[src/rtl/mi3_round.sv]
// Rounding to nearest, saturation and sign for one quotient lane.
`default_nettype none
module mi3_round #(
  parameter int unsigned E  = 32,
  parameter int unsigned W  = 134,
  parameter int unsigned DW = 99
) (
  input  wire logic [W-1:0]  rem,
  input  wire logic [E:0]    q,
  input  wire logic          over,
  input  wire logic          neg,
  input  wire logic [DW-1:0] d,
  output logic [E-1:0]       val,
  output logic               sat
);

  logic [W:0]   rem2;
  logic         rnd;
  logic [E+1:0] qf;
  logic [E+1:0] lim;
  logic [E+1:0] mag;
  logic [E+1:0] smag;

  always_comb begin
    rem2 = {rem, 1'b0};
    rnd  = (rem2 >= (W+1)'(d));
    qf   = (E+2)'(q) + (E+2)'(rnd);
    // A negative result may reach one step further than a positive one.
    lim  = ((E+2)'(1) << (E-1)) - (neg ? '0 : (E+2)'(1));
    sat  = over || (qf > lim);
    mag  = sat ? lim : qf;
    smag = neg ? (E+2)'(-mag) : mag;
    val  = smag[E-1:0];
  end

endmodule
`default_nettype wire

[config.mk]
export PLATFORM = sky130hd
export DESIGN_NAME = mi3_round
export DESIGN_NICKNAME = d
export VERILOG_FILES = /design/src/rtl/mi3_round.sv
export SDC_FILE = /design/constraint.sdc
export NUM_CORES = 1
export LEC_CHECK = 0
export ABC_AREA = 1
export BUFFER_PORTS_ARGS = -buffer_cell sky130_fd_sc_hd__buf_2
export CAP_MARGIN = 10
export CORE_UTILIZATION = 44
export DETAILED_ROUTE_END_ITERATION = 10
export PLACE_DENSITY = 0.82
export SLEW_MARGIN = 20
export SYNTH_ARGS = -nofsm -noshare
export SYNTH_HDL_FRONTEND = slang
export SYNTH_SLANG_ARGS = --single-unit
[constraint.sdc]
create_clock -name vclk -period 6.3
set_clock_uncertainty 0.05 [all_clocks]
set_input_delay 0.63 -clock vclk [all_inputs]
set_output_delay 0.63 -clock vclk [all_outputs]
set_load 0.01 [all_outputs]
# Yosys cells after proc, flatten, opt, wreduce, memory -nomap -nowiden

Index checks and enable logic that the tools add are counted.

$add $sub $neg: 3
Order comparisons: 2
Muxes and demuxes: 3
Reduce and logical (&&, ||, !) cells: 1

Operator list:

| kind                                                                 | number |
|---|---|
| 135-bit by 99-bit greater-or-equal comparator with 1-bit output      | 1 |
| 32-bit 2-to-1 mux                                                    | 2 |
| 33-bit by 1-bit adder with 34-bit output                             | 1 |
| 34-bit greater-than comparator                                       | 1 |
| 32-bit by 1-bit subtractor with 33-bit output (first input constant) | 1 |
| 32-bit negation                                                      | 1 |
| 1-bit logical OR                                                     | 1 |
| 1-bit 2-to-1 mux                                                     | 1 |

Bits in registers: 0
Input bits: 268
Word-level logic and storage cells: 9

# Logic depth before layout (Yosys ltp)

Depth after elaboration: 7
Gate-level depth with buffers: 58
Mapped depth without buffers: 56

# Least setup slack after synthesis

Ideal clock, no wire load.

Kind: input port to output port
Start: in d[70]
End: out val[26]
Arrival time: 5.888 ns
Required time: 5.620 ns
Path slack: -0.268 ns
Stages on the path: 47
Path buffers: 2
Cell sequence: inv_1 -> ha_1 -> nand4_1 -> nor3_1 -> nand2_1 -> nor4_1 -> nand4_1 -> nor3_1 -> o21ai_0 -> nand3_1 -> ha_1 -> nand3_1 -> nor2_2 -> nand2_2 -> nor2_4 -> nand3_1 -> nor2_2 -> nand2_1 -> (+11 left out) -> nand2_1 -> nand2_4 -> nand2_4 -> buf_4 -> buf_2 -> o21ai_0 -> inv_1 -> ha_1 -> nand2_1 -> nor2_2 -> nand2_2 -> inv_2 -> nand2_1 -> inv_2 -> nand2_1 -> nand3b_1 -> nand2_1 -> inv_1

Word-level cells in the longest chain between the ends: 7

RTL lines:

| element                                                             | RTL line | source |
|---|---|---|
| start, declared                                                     | 12       | `input wire logic [DW-1:0] d,` |
| 135-bit by 99-bit greater-or-equal comparator with 1-bit output (*) | 26       | `rnd = (rem2 >= (W+1)'(d));` |
| 33-bit by 1-bit adder with 34-bit output (*)                        | 27       | `qf = (E+2)'(q) + (E+2)'(rnd);` |
| 34-bit greater-than comparator (*)                                  | 30       | `sat = over \|\| (qf > lim);` |
| 1-bit logical OR (*)                                                | 30       |  |
| net sat                                                             | 14       | `output logic sat` |
| 32-bit 2-to-1 mux (*)                                               | 31       | `mag = sat ? lim : qf;` |
| 32-bit negation                                                     | 32       | `smag = neg ? (E+2)'(-mag) : mag;` |
| 32-bit 2-to-1 mux (*)                                               | 32       |  |
| end, declared                                                       | 13       | `output logic [E-1:0] val,` |

The timed path passes the listed nets; every way through them passes the cells marked *.

# Worst setup path in the final report

Start: in d[54]
End: out val[23]

Word-level cells in the longest chain between the ends: 7

RTL lines:

| element                                                             | RTL line |
|---|---|
| 135-bit by 99-bit greater-or-equal comparator with 1-bit output (*) | 26 |
| 33-bit by 1-bit adder with 34-bit output (*)                        | 27 |
| 34-bit greater-than comparator                                      | 30 |
| 1-bit logical OR                                                    | 30 |
| 32-bit 2-to-1 mux (*)                                               | 31 |
| 32-bit negation                                                     | 32 |
| 32-bit 2-to-1 mux (*)                                               | 32 |

Every way passes the cells marked *; elsewhere a longest branch is shown, timed or not.

==> results.yml <==
sta:
  final-setup-viol-count: 32
  setup_slack_ps: -865
  max_freq_mhz: 140
  grt_setup_unrepaired: "yes"
  slew_viol_final: 0
  hold_viol: 0
  timing.final.crit_share: 1.14
  worstMarginPinSlew_ps: 648
  slew_headroom: 0.568
  fin_crit_ps: 7170
setup_path:
  slowest_stage: "ha_1"
  critPathCaptureType: "output port"
  cpPeakStageDelay_ps: 320
  cp.required_ps: 5620
  crit_type: "input pin to output port"
  crit_path_start_kind: "input pin"
  path_common_cell: "nor2_4"
  arrival_ps: 6490
  crit_start: "d[54]"
  crit_fanout: 6
hold_path:
  hp-class: "input pin to output port"
  hold_start: "neg"
power:
  p_leak_nw: 5.45
  vdd_drop_max_mv: 0.0353
  total_power_mw: 0.664
  p_per_area_mw_per_mm2: 70.0
synthesis:
  post-synth-top-count-cell: "nand2_1"
  syn_area_mm2: 0.00575
  synthTopCellsByArea: "ha_1 29%, nand2_1 14%, inv_1 13%"
  synth_nets: 1385
  synth_top_cell_by_area: "ha_1"
  syn_area_per_cell_um2: 5.85
  netlist_instances: 984
  ys.warnings.count: 0
  synth.top_cell.area_share: 0.289
  ys_top_cells_by_count: "214 x nand2_1, 201 x inv_1, 133 x ha_1, 85 x nand3_1, 70 x nor2_1"
  yosys.cell_types.count: 42
  ys_seq_area_frac: 0
flow_run:
  drv_cap: 0
floorplanning:
  die_h_um: 116
  ios: 301
  std_cell_rows: 41
  start_util: 0.454
  die-area_mm2: 0.0135
  coreArea_mm2: 0.0127
  fp.dieW_um: 116
placed_design:
  gp_congestion: 0.995
  pre_cts_ws_ps: -736
  hpwl_um: 19200
  io_buffers: 301
cells_and_area:
  register_area_um2: 0
  nets: 1816
  area_delta_synth_final_pct: 64.8
  drive_gt1_frac: 0.448
  clock_buffers: 0
  seq_cells: 0
global_route:
  antenna_found_initial: 6
  grt_pass1_vias: 7492
  grt-ovfl-total: 0
  grt_pass1_wl_um: 35000
  grtUsageTotal: 0.326
  grt_max_degree: 46
run_status:
  outcome: "complete, but fails checks"
  violations: "negative setup slack"
routing:
  firstDrtPassIters: 5
  drc: 0
  wl_per_cell_um: 16.0
  antenna_left: 0
  drt_iter0_drc: 620
  num_vias: 8498
  vias_per_cell: 5.35
  drt-total-wl_um: 25400
==> cell usage in the layout (no fill, tap or decap), drive strengths merged, types with 3 or more instances in the layout <==
cell type	synthesis	routed
nand2	227	227
ha	133	133
nand3	92	92
nor4	17	17
buf	12	445
nor3	13	13
xor2	22	22
inv	210	210
a211oi	6	6
or2	3	3
a21oi	52	52
nand4	30	30
o2111ai	3	3
nor2	86	86
o21ai	39	39
nand3b	5	5
o21a	8	8
xnor2	5	5
a2111oi	3	3
==> routing by layer <==
metal | routed length [µm] | share of wire | GRT usage
met2 | 12100 | 0.48 | 0.586
met1 | 9940 | 0.39 | 0.394
met4 | 1290 | 0.051 | 0.109
met3 | 2000 | 0.079 | 0.0446
met5 | 57 | 0.0022 | 0
==> worst max-delay path: cells and delay by family <==
kind,cells,cell delay (ps)
compound gates,1,90
xor+xnor,1,240
fa+ha+maj,3,730
buf+inv,8,780
simple gates,30,3990
==> worst paths after layout <==
check | slack (ps) | end | cells after the start
hold / removal | 1860 | val[31] | 4
setup / recovery | -870 | val[23] | 43
==> timing repair <==
item | 4_1_cts | 5_1_grt
resized for setup | 111 | 96
cloned | 0 | 2
endpoints found under the setup margin | 31 | 33
pin swaps | 48 | 61
hold buffers | 0 | 0
buffers inserted | 18 | 21
==> stage by stage <==
step                       util  hold slack, ps  setup TNS [ps]  std cells  cell area (µm²)
after floorplan               -            1460               0        984             5820
after global placement    0.652            1790          -16200       1550             8260
after detailed placement  0.652            1800          -19950       1550             8260
after CTS                 0.702            1820          -17010       1568             8900
after global routing      0.748            1890          -33360       1587             9480
final                     0.748            1860          -22040       1587             9480
==> layout make-up <==
| type | count | area, µm² |
|---|---|---|
| diodes | 2 | 5.00 |
| fillers | 992 | 3190 |
| inverters | 210 | 798 |
| multi-input cells | 757 | 5700 |
| well taps | 172 | 215 |
| repair buffers | 446 | 2760 |
==> power breakdown <==
group	total, mW	switching, mW	internal, mW	leakage (nW)
combinational	0.664	0.360	0.304	5.45
clock	0.0000000424	0	0.0000000424	0.0000127
sequential	0	0	0	0
total	0.664	0.360	0.304	5.45
==> kinds of logic (layout without fill, tap and decap cells) <==
family | Yosys count | after routing | share of synthesized area
AO/OA/AOI/OAI | 122 | 122 | 0.124
adder cells (fa/ha/maj) | 133 | 133 | 0.289
buffers and inverters | 227 | 656 | 0.155
other | 0 | 2 | 0
AND/OR/NAND/NOR | 474 | 474 | 0.388
multiplexers | 1 | 1 | 0.00196
XOR/XNOR | 27 | 27 | 0.0411
No activity file was read; power rests on OpenSTA's default activity.
