==> src/rtl/mi3_div_step.sv <==
// One restoring divide step per lane: compare, subtract, set quotient or overflow.
`default_nettype none
module mi3_div_step #(
  parameter int unsigned W  = 134,
  parameter int unsigned DW = 99,
  parameter int unsigned QW = 33,
  parameter int unsigned K  = 0
) (
  input  wire logic          clk,
  input  wire logic          en,
  input  wire logic [DW-1:0] d,
  input  wire logic [W-1:0]  rem_in,
  input  wire logic [QW-1:0] q_in,
  input  wire logic          over_in,
  output logic [W-1:0]       rem,
  output logic [QW-1:0]      q,
  output logic               over
);

  logic [W-1:0] dsh;
  logic         ge;

  assign dsh = W'(d) << K;
  assign ge  = (rem_in >= dsh);

  // The top step weighs beyond the quotient field, so a hit there means overflow.
  generate
    if (K == QW) begin : g_over
      always_ff @(posedge clk) begin
        if (en) begin
          rem  <= ge ? rem_in - dsh : rem_in;
          q    <= q_in;
          over <= over_in | ge;
        end
      end
    end else begin : g_bit
      always_ff @(posedge clk) begin
        if (en) begin
          rem  <= ge ? rem_in - dsh : rem_in;
          q    <= q_in | (QW'(ge) << K);
          over <= over_in;
        end
      end
    end
  endgenerate

endmodule
`default_nettype wire

==> config.mk <==
export PLATFORM = sky130hd
export DESIGN_NAME = mi3_div_step
export DESIGN_NICKNAME = d
export VERILOG_FILES = /design/src/rtl/mi3_div_step.sv
export SDC_FILE = /design/constraint.sdc
export NUM_CORES = 1
export LEC_CHECK = 0
export BUFFER_PORTS_ARGS = -buffer_cell sky130_fd_sc_hd__buf_2
export CAP_MARGIN = 0
export CORE_MARGIN = 3
export CORE_UTILIZATION = 31
export CTS_CLUSTER_SIZE = 25
export DETAILED_ROUTE_END_ITERATION = 12
export SETUP_SLACK_MARGIN = 0.05
export SLEW_MARGIN = 0
export SYNTH_ARGS = -nofsm -noshare
export SYNTH_HDL_FRONTEND = slang
export SYNTH_SLANG_ARGS = --single-unit
==> constraint.sdc <==
create_clock -name clk -period 4.4 [get_ports clk]
set_clock_uncertainty 0.2 [all_clocks]
set_input_delay 0.22 -clock clk [delete_from_list [all_inputs] [get_ports clk]]
set_output_delay 0.22 -clock clk [all_outputs]
set_load 0.1 [all_outputs]
# Word-level counts from Yosys, hierarchy flattened
# Index checks and enable logic that the tools add are counted.
# totals
inputBits	269
mem_bits_rw	0
out_inout_bits	168
rom_bits	0
latch_bits	0
n_memories	0
ff_bits	168
# classes
shifts	0
add_sub_neg	1
bitwise	1
n_eq_ne	0
reduce_logical	0
n_mux	1
order_cmp	1
n_div	0
mul	0
# op_table
operator	count
>= comparator 134 x 99 -> 1 bit	1
two-way mux 134 bit	1
subtractor 134 x 99 -> 134 bit	1
OR 33 x 1 -> 33 bit	1

# Longest topological paths before layout
# Gate-level depths: netlist of the first run.
# depth
word_depth	2
ltp_mapped	15
ltp_nobuf	13

# Worst setup path after synthesis of the first run
# No wires, ideal clock.
# synth_path
kind	input -> register
from	in rem_in[118]
to	reg rem[119], data pin
setup_ns	0.258
path_stages	11
arrival_time_ns	3.450
setup_slack_ns	0.493
n_path_buf	1
path_cell_list	or4_4 > or4_4 > or3_4 > or4_1 > o31ai_2 > nand2b_1 > nor3_1 > buf_2 > or3b_1 > nand2b_1 > xnor2_1
# synth_via
elab_chain_len	2
elab_cells_between_ends	3
classes_between	add/sub (1); order compare (1); mux (1)
# synth_rtl
item	line	text
start, declared	12	input wire logic [W-1:0] rem_in,
subtractor 134 x 99 -> 134 bit / >= comparator 134 x 99 -> 1 bit (equally long branches)	39, 24	
two-way mux 134 bit *	39	rem <= ge ? rem_in - dsh : rem_in;
end signal, assigned	39	
end, declared	15	output logic [W-1:0] rem,
# Every way passes the cells marked *; elsewhere a longest branch is shown, timed or not.
# A chain may end at the register's enable or synchronous reset.

# Worst setup path in the final report of the first run
# layout_path
from	in rem_in[115]
to	reg rem[133], data pin
# Same word-level chain as after synthesis.

==> results of run 1 <==
[power by group]
part	internal, uW	leakage [uW]	switching, uW	total (uW)
logic	821	0.00617	2570	3390
clock network	788	0.000274	720	1510
registers	2040	0.00164	65.1	2100
total	3650	0.00809	3350	7000
[routing by layer]
layer / track usage / up-vias / share of wire
met5: 0 / - / 0
met2: 0.381 / 649 / 0.47
met4: 0.0793 / 0 / 0.029
met3: 0.0518 / 89 / 0.071
met1: 0.300 / 7135 / 0.43
li1: - / 7404 / -
[worst min path at each step]
| stage | slack, ps | endpoint | startpoint | cells past startpoint |
|---|---|---|---|---|
| after floorplan | 120 | over | over_in | 0 |
| after global placement | 200 | q[29] | q_in[29] | 1 |
| after detailed placement | 200 | q[9] | q_in[9] | 1 |
| after CTS | 3 | rem[122] | rem_in[118] | 4 |
| after global routing | 70 | rem[122] | rem_in[118] | 4 |
| final | 40 | q[22] | en | 1 |
[per-stage QoR]
| step | utilization | cell area, um2 |
|---|---|---|
| 2_1_floorplan | - | 14100 |
| 3_3_place_gp | 0.387 | 17200 |
| 3_5_place_dp | 0.387 | 17200 |
| 4_1_cts | 0.438 | 19500 |
| 5_1_grt | 0.439 | 19500 |
| 6_report | 0.439 | 19500 |
[sequential cells by signal (all words and copies together), names as in the netlist]
register	count
rem	134
q	33
over	1
[cell usage after synthesis (7+ instances only)]
master / instances / area [um2]
a21boi_0: 8 / 60.1
a21o_1: 24 / 180
a21oi_1: 163 / 816
a31oi_1: 17 / 106
and3_1: 7 / 43.8
and4_1: 7 / 61.3
clkbuf_1: 55 / 206
edfxtp_1: 168 / 5040
ha_1: 99 / 1240
inv_1: 123 / 462
mux2_1: 7 / 78.8
nand2_1: 237 / 890
nand2b_1: 13 / 81.3
nand3_1: 18 / 90.1
nand4_1: 52 / 325
nor2_1: 108 / 405
nor2b_1: 8 / 50.1
nor3_1: 41 / 205
nor4_1: 22 / 138
o211ai_1: 9 / 67.6
o21a_1: 29 / 218
o21ai_0: 95 / 475
o21ai_1: 95 / 475
o21bai_1: 20 / 150
o31ai_1: 16 / 120
or3_1: 13 / 81.3
xnor2_1: 72 / 631
xor2_1: 55 / 482
[critical path, cell delays in order]
cell and delay (ps):
dlygate4sd3_1 550, buf_2 160, or4_4 460, or4_4 440, or3_4 430, or4_1 550, o31ai_2 260, nand2b_1 200
nor3_2 110, buf_4 200, a211oi_4 380, nand4_1 190, xnor2_1 170
[area by class of cell]
cell class                 instances  share of cell area
antenna                            2            0.000256
clock buffer                      17              0.0218
clock inverter                    15             0.00723
inverter                         123              0.0236
multi-input combinational       1331               0.428
sequential                       168               0.258
tap                              592              0.0379
timing repair buffer             661               0.223
[cells by family after synthesis]
family / count (synthesis)
AND/OR/NAND/NOR: 566
multiplexers: 8
AO/OA/AOI/OAI: 530
buffers and inverters: 182
XOR/XNOR: 127
flip-flops: 168
adder cells (fa/ha/maj): 100
[what timing repair did]
item / CTS / global route
endpoints found under the setup margin: 0 / 103
setup buffers: 0 / 2
gates resized for setup: 0 / 7
hold buffers: 171 / 0
hold endpoints to repair: 168 / 0
[cell usage in the layout (no fill, tap or decap), types with 72 or more instances in the layout]
| cell type | instances |
|---|---|
| buf_2 | 435 |
| nand2_1 | 237 |
| dlygate4sd3_1 | 171 |
| edfxtp_1 | 168 |
| a21oi_1 | 163 |
| inv_1 | 123 |
| nor2_1 | 108 |
| ha_1 | 96 |
| o21ai_0 | 95 |
| o21ai_1 | 95 |
| xnor2_1 | 72 |
==> metrics.cfg, run 1 <==
[timing]
final_hold_viol_count = 0
rsz0062_at_grt = true
tightest_slew_ps = 925
fin_crit_sh = 0.972
whs_ps = 43.0
finalWorstSetupSlack_ps = 123
fin_crit_ps = 4280
setup_tns_ps = 0
fmax_mhz = 234
maxSlewViolCount = 0
setup_viol = 0
slew_headroom = 0.383

[global_routing]
grt_overflow = 0
grt_pass1_vias = 15300
grt_pass1_wl_um = 85400
antenna_found_initial = 3
grt_max_degree = 84
track_usage = 0.231

[final_layout]
drive_gt1_frac = 0.237
final_nets = 2671
seqCellArea_um2 = 5040
fillers = 4509
area.growth.synth_to_final_pct = 39.0
multiInputGateArea_um2 = 8370
fin_cells = 2909

[yosys]
syn_inst = 1681
synth-simple-area-share = 0.193
synthFlopType = edfxtp_1
netlist_area_um2 = 14100
synth_fa_ha_area_frac = 0.0895
synth_enable_flop_cells = 168
synth_xor_area_frac = 0.0791
synth_cell_types = 69
syn_nets = 2050
muxShareOfSynthArea = 0.00632
synth-seq-cells = 168
synth_top_family_by_area = compound AO/OA/AOI/OAI gates
synthArstFlopShare = 0
yosys_warnings = 0
yosysSeqAreaShare = 0.359
synth_compound_area_frac = 0.224
avgSynthCellArea_um2 = 8.37

[worst_setup_path]
cp.required_ps = 4440
crit_start = rem_in[115]
critical_path.max_fanout = 7
startpoint_type = input port
critPathArrivalTime_ps = 4320
critical_path_class = input port to flop
critPathCaptureType = flop
endpoint = rem[133]

[route]
viasPerCell = 5.25
num_vias = 15300
drc = 0
wl_per_cell_um = 19.6
drt-total-wl_um = 56900
ant_nets = 0
first_pass_iters = 5
drt_iter0_drc = 1300

[outcome]
outcome = completed

[clock_tree]
cts-buffers-inserted = 17
cts_tree = built
path_clk_slew_ps = 70
htree_num_levels = 4
cts_num_sinks = 168
clockBufferDepth = 2
root_buffer = clkbuf_16

[die]
dieArea_um2 = 48000
die_height_um = 219
core_area_um2 = 44500
start_util = 0.316
core.rowCount = 77
pin_count = 437
die_x_um = 219

[pwr]
p_leak_uw = 0.00809
powerDensity_nw_per_um2 = 358
power_uw = 7000
peakVddDrop_mv = 0.271

[placed_design]
pre_cts_ws_ps = -23.2
place_congestion = 0.918
portBuffers = 436
dpl.cell_count = 2702
hpwl_um = 45900

[worst_hold_path]
hold_path_class = input port to flop

[flow_run]
maxCapViolCount = 0

Note: power is estimated with default switching activity, not from simulation.
==> run 2: changes to the inputs <==
--- a/config.mk
+++ b/config.mk
@@ -8,7 +8,7 @@
 export BUFFER_PORTS_ARGS = -buffer_cell sky130_fd_sc_hd__buf_2
 export CAP_MARGIN = 0
 export CORE_MARGIN = 3
-export CORE_UTILIZATION = 31
+export CORE_UTILIZATION = 40
 export CTS_CLUSTER_SIZE = 25
 export DETAILED_ROUTE_END_ITERATION = 12
 export SETUP_SLACK_MARGIN = 0.05
==> metrics.cfg, run 2 (same netlist as run 1, synthesis figures left out) <==
[outcome]
outcome = completed

[worst_setup_path]
crit_path_max_incr_delay_ps = 560  ; about the same
critical_path.max_fanout = 4  ; -3
cp.required_ps = 4410  ; -30 ps
critical_path_class = input port to flop
slowest_stage = or4_1
cp_common_cell = or4_4
critPathArrivalTime_ps = 4270  ; -50 ps
startpoint_type = input port
path_cells = dlygate4sd3_1 > buf_2 > or4_4 > or4_4 > or3_4 > or4_1 > o31ai_2 > nand2b_1 > nor3_2 > or4b_4 > nor4b_2 > xor2_1
critPathCaptureType = flop

[final_layout]
top_register = rem
antenna_cells_inserted = 0  ; -2
final_nets = 2652  ; -0.71%
final_cell_mix = buf_2, nand2_1, edfxtp_1, dlygate4sd3_1, a21oi_1
mostFrequentLayoutCell = buf_2
fillers = 3287  ; -27%
largest_reg_flops = 134  ; unchanged
reg_top3 = rem (134), q (33), over (1)
drive_gt1_frac = 0.234  ; -0.00283
final_cell_area_um2 = 19200  ; -1.6%
area.growth.synth_to_final_pct = 36.8

[route]
num_vias = 15100  ; -1.3%
first_pass_iters = 5  ; unchanged
ant_nets = 0  ; unchanged
wl_per_cell_um = 19.4  ; -1.1%
viasPerCell = 5.48  ; +4.4%
drt-total-wl_um = 53300  ; -6.4%
drt_iter0_drc = 1036  ; -20%
drc = 0  ; unchanged

[clock_tree]
cts-buffers-inserted = 17  ; unchanged
root_buffer = clkbuf_16
cts_num_sinks = 168  ; unchanged
post_cts_buffers = 0  ; unchanged
path_clk_slew_ps = 80  ; about the same
clockBufferDepth = 2  ; unchanged
htree_num_levels = 4  ; unchanged
cts_tree = built

[flow_run]
maxCapViolCount = 0  ; unchanged

[timing]
finalWorstSetupSlack_ps = 138  ; +15.7 ps
fin_crit_ps = 4260  ; -15.7 ps
whs_ps = 34.4  ; -8.56 ps
setup_tns_ps = 0  ; unchanged
tightest_slew_ps = 1040  ; +113 ps
fmax_mhz = 235  ; +0.37%
final_hold_viol_count = 0  ; unchanged
maxSlewViolCount = 0  ; unchanged
fin_crit_sh = 0.969  ; -0.00357
setup_viol = 0  ; unchanged
slew_headroom = 0.308  ; -0.0755
rsz0062_at_grt = true

[placed_design]
pre_cts_ws_ps = 10.1  ; +33.3 ps
place_congestion = 0.951  ; +3.6%
place_area_um2 = 17000  ; -1.4%
hpwl_um = 42800  ; -6.9%
portBuffers = 436  ; unchanged

[die]
die_x_um = 194  ; -12%
start_util = 0.406  ; +0.0902
dieArea_um2 = 37400  ; -22%
core.rowCount = 68  ; -12%
die_height_um = 194  ; -12%
core_area_um2 = 34600  ; -22%
pin_count = 437  ; unchanged

[pwr]
peakVddDrop_mv = 0.276  ; +1.9%
p_leak_uw = 0.00802  ; -0.85%
power_uw = 6980  ; -0.27%
powerDensity_nw_per_um2 = 363  ; +1.3%

[global_routing]
grt_overflow = 0  ; unchanged
grt_pass1_vias = 15100  ; -1.2%
grt_max_degree = 108  ; +29%
track_usage = 0.277  ; +0.0455
grt_pass1_wl_um = 83400  ; -2.4%
antenna_found_initial = 0  ; -3

[worst_hold_path]
hold_path_class = input port to flop

==> run 2: report_power, final <==
group	switching (uW)	leakage [uW]	internal, uW
Combinational	2540	0.00609	812
Sequential	60.5	0.00164	2040
Clock	771	0.000287	758
Total	3370	0.00802	3610
==> run 2: timing repair <==
item | CTS | global route
endpoints found under the setup margin | 0 | 61
gates resized for setup | 0 | 7
hold buffers | 166 | 0
hold endpoints to repair | 166 | 0
==> run 2: path summary, 6_finish.rpt <==
kind        start  endpoint  slack [ps]  cells past startpoint
max   rem_in[115]  rem[121]         140                     12
min    rem_in[99]   rem[99]          30                      2
==> run 2: layout make-up <==
type	count	area [um2]	share of cell area
clock buffers	17	425	0.0221
clock inverters	15	153	0.00794
inverters	123	462	0.0240
multi-input cells	1331	8370	0.435
flip-flops and latches	168	5040	0.262
well taps	455	569	0.0296
repair buffers	642	4210	0.219
==> run 2: through the flow <==
step           instances   util
2_1_floorplan       1681      -
3_3_place_gp        2553  0.490
3_5_place_dp        2553  0.490
4_1_cts             2751  0.555
5_1_grt             2751  0.555
6_report            2751  0.555
==> run 2: worst max-delay path: cells and delay by family <==
kind / cells / cell delay, ps
simple gates: 8 / 3010
buf+inv: 2 / 690
compound gates: 1 / 220
xor+xnor: 1 / 110
==> run 2: layer usage <==
layer | vias up | global-route usage | share of wire
li1 | 7363 | - | -
met1 | 7029 | 0.362 | 0.44
met2 | 615 | 0.471 | 0.47
met3 | 77 | 0.0559 | 0.067
met4 | 0 | 0.0705 | 0.023
met5 | - | 0 | 0
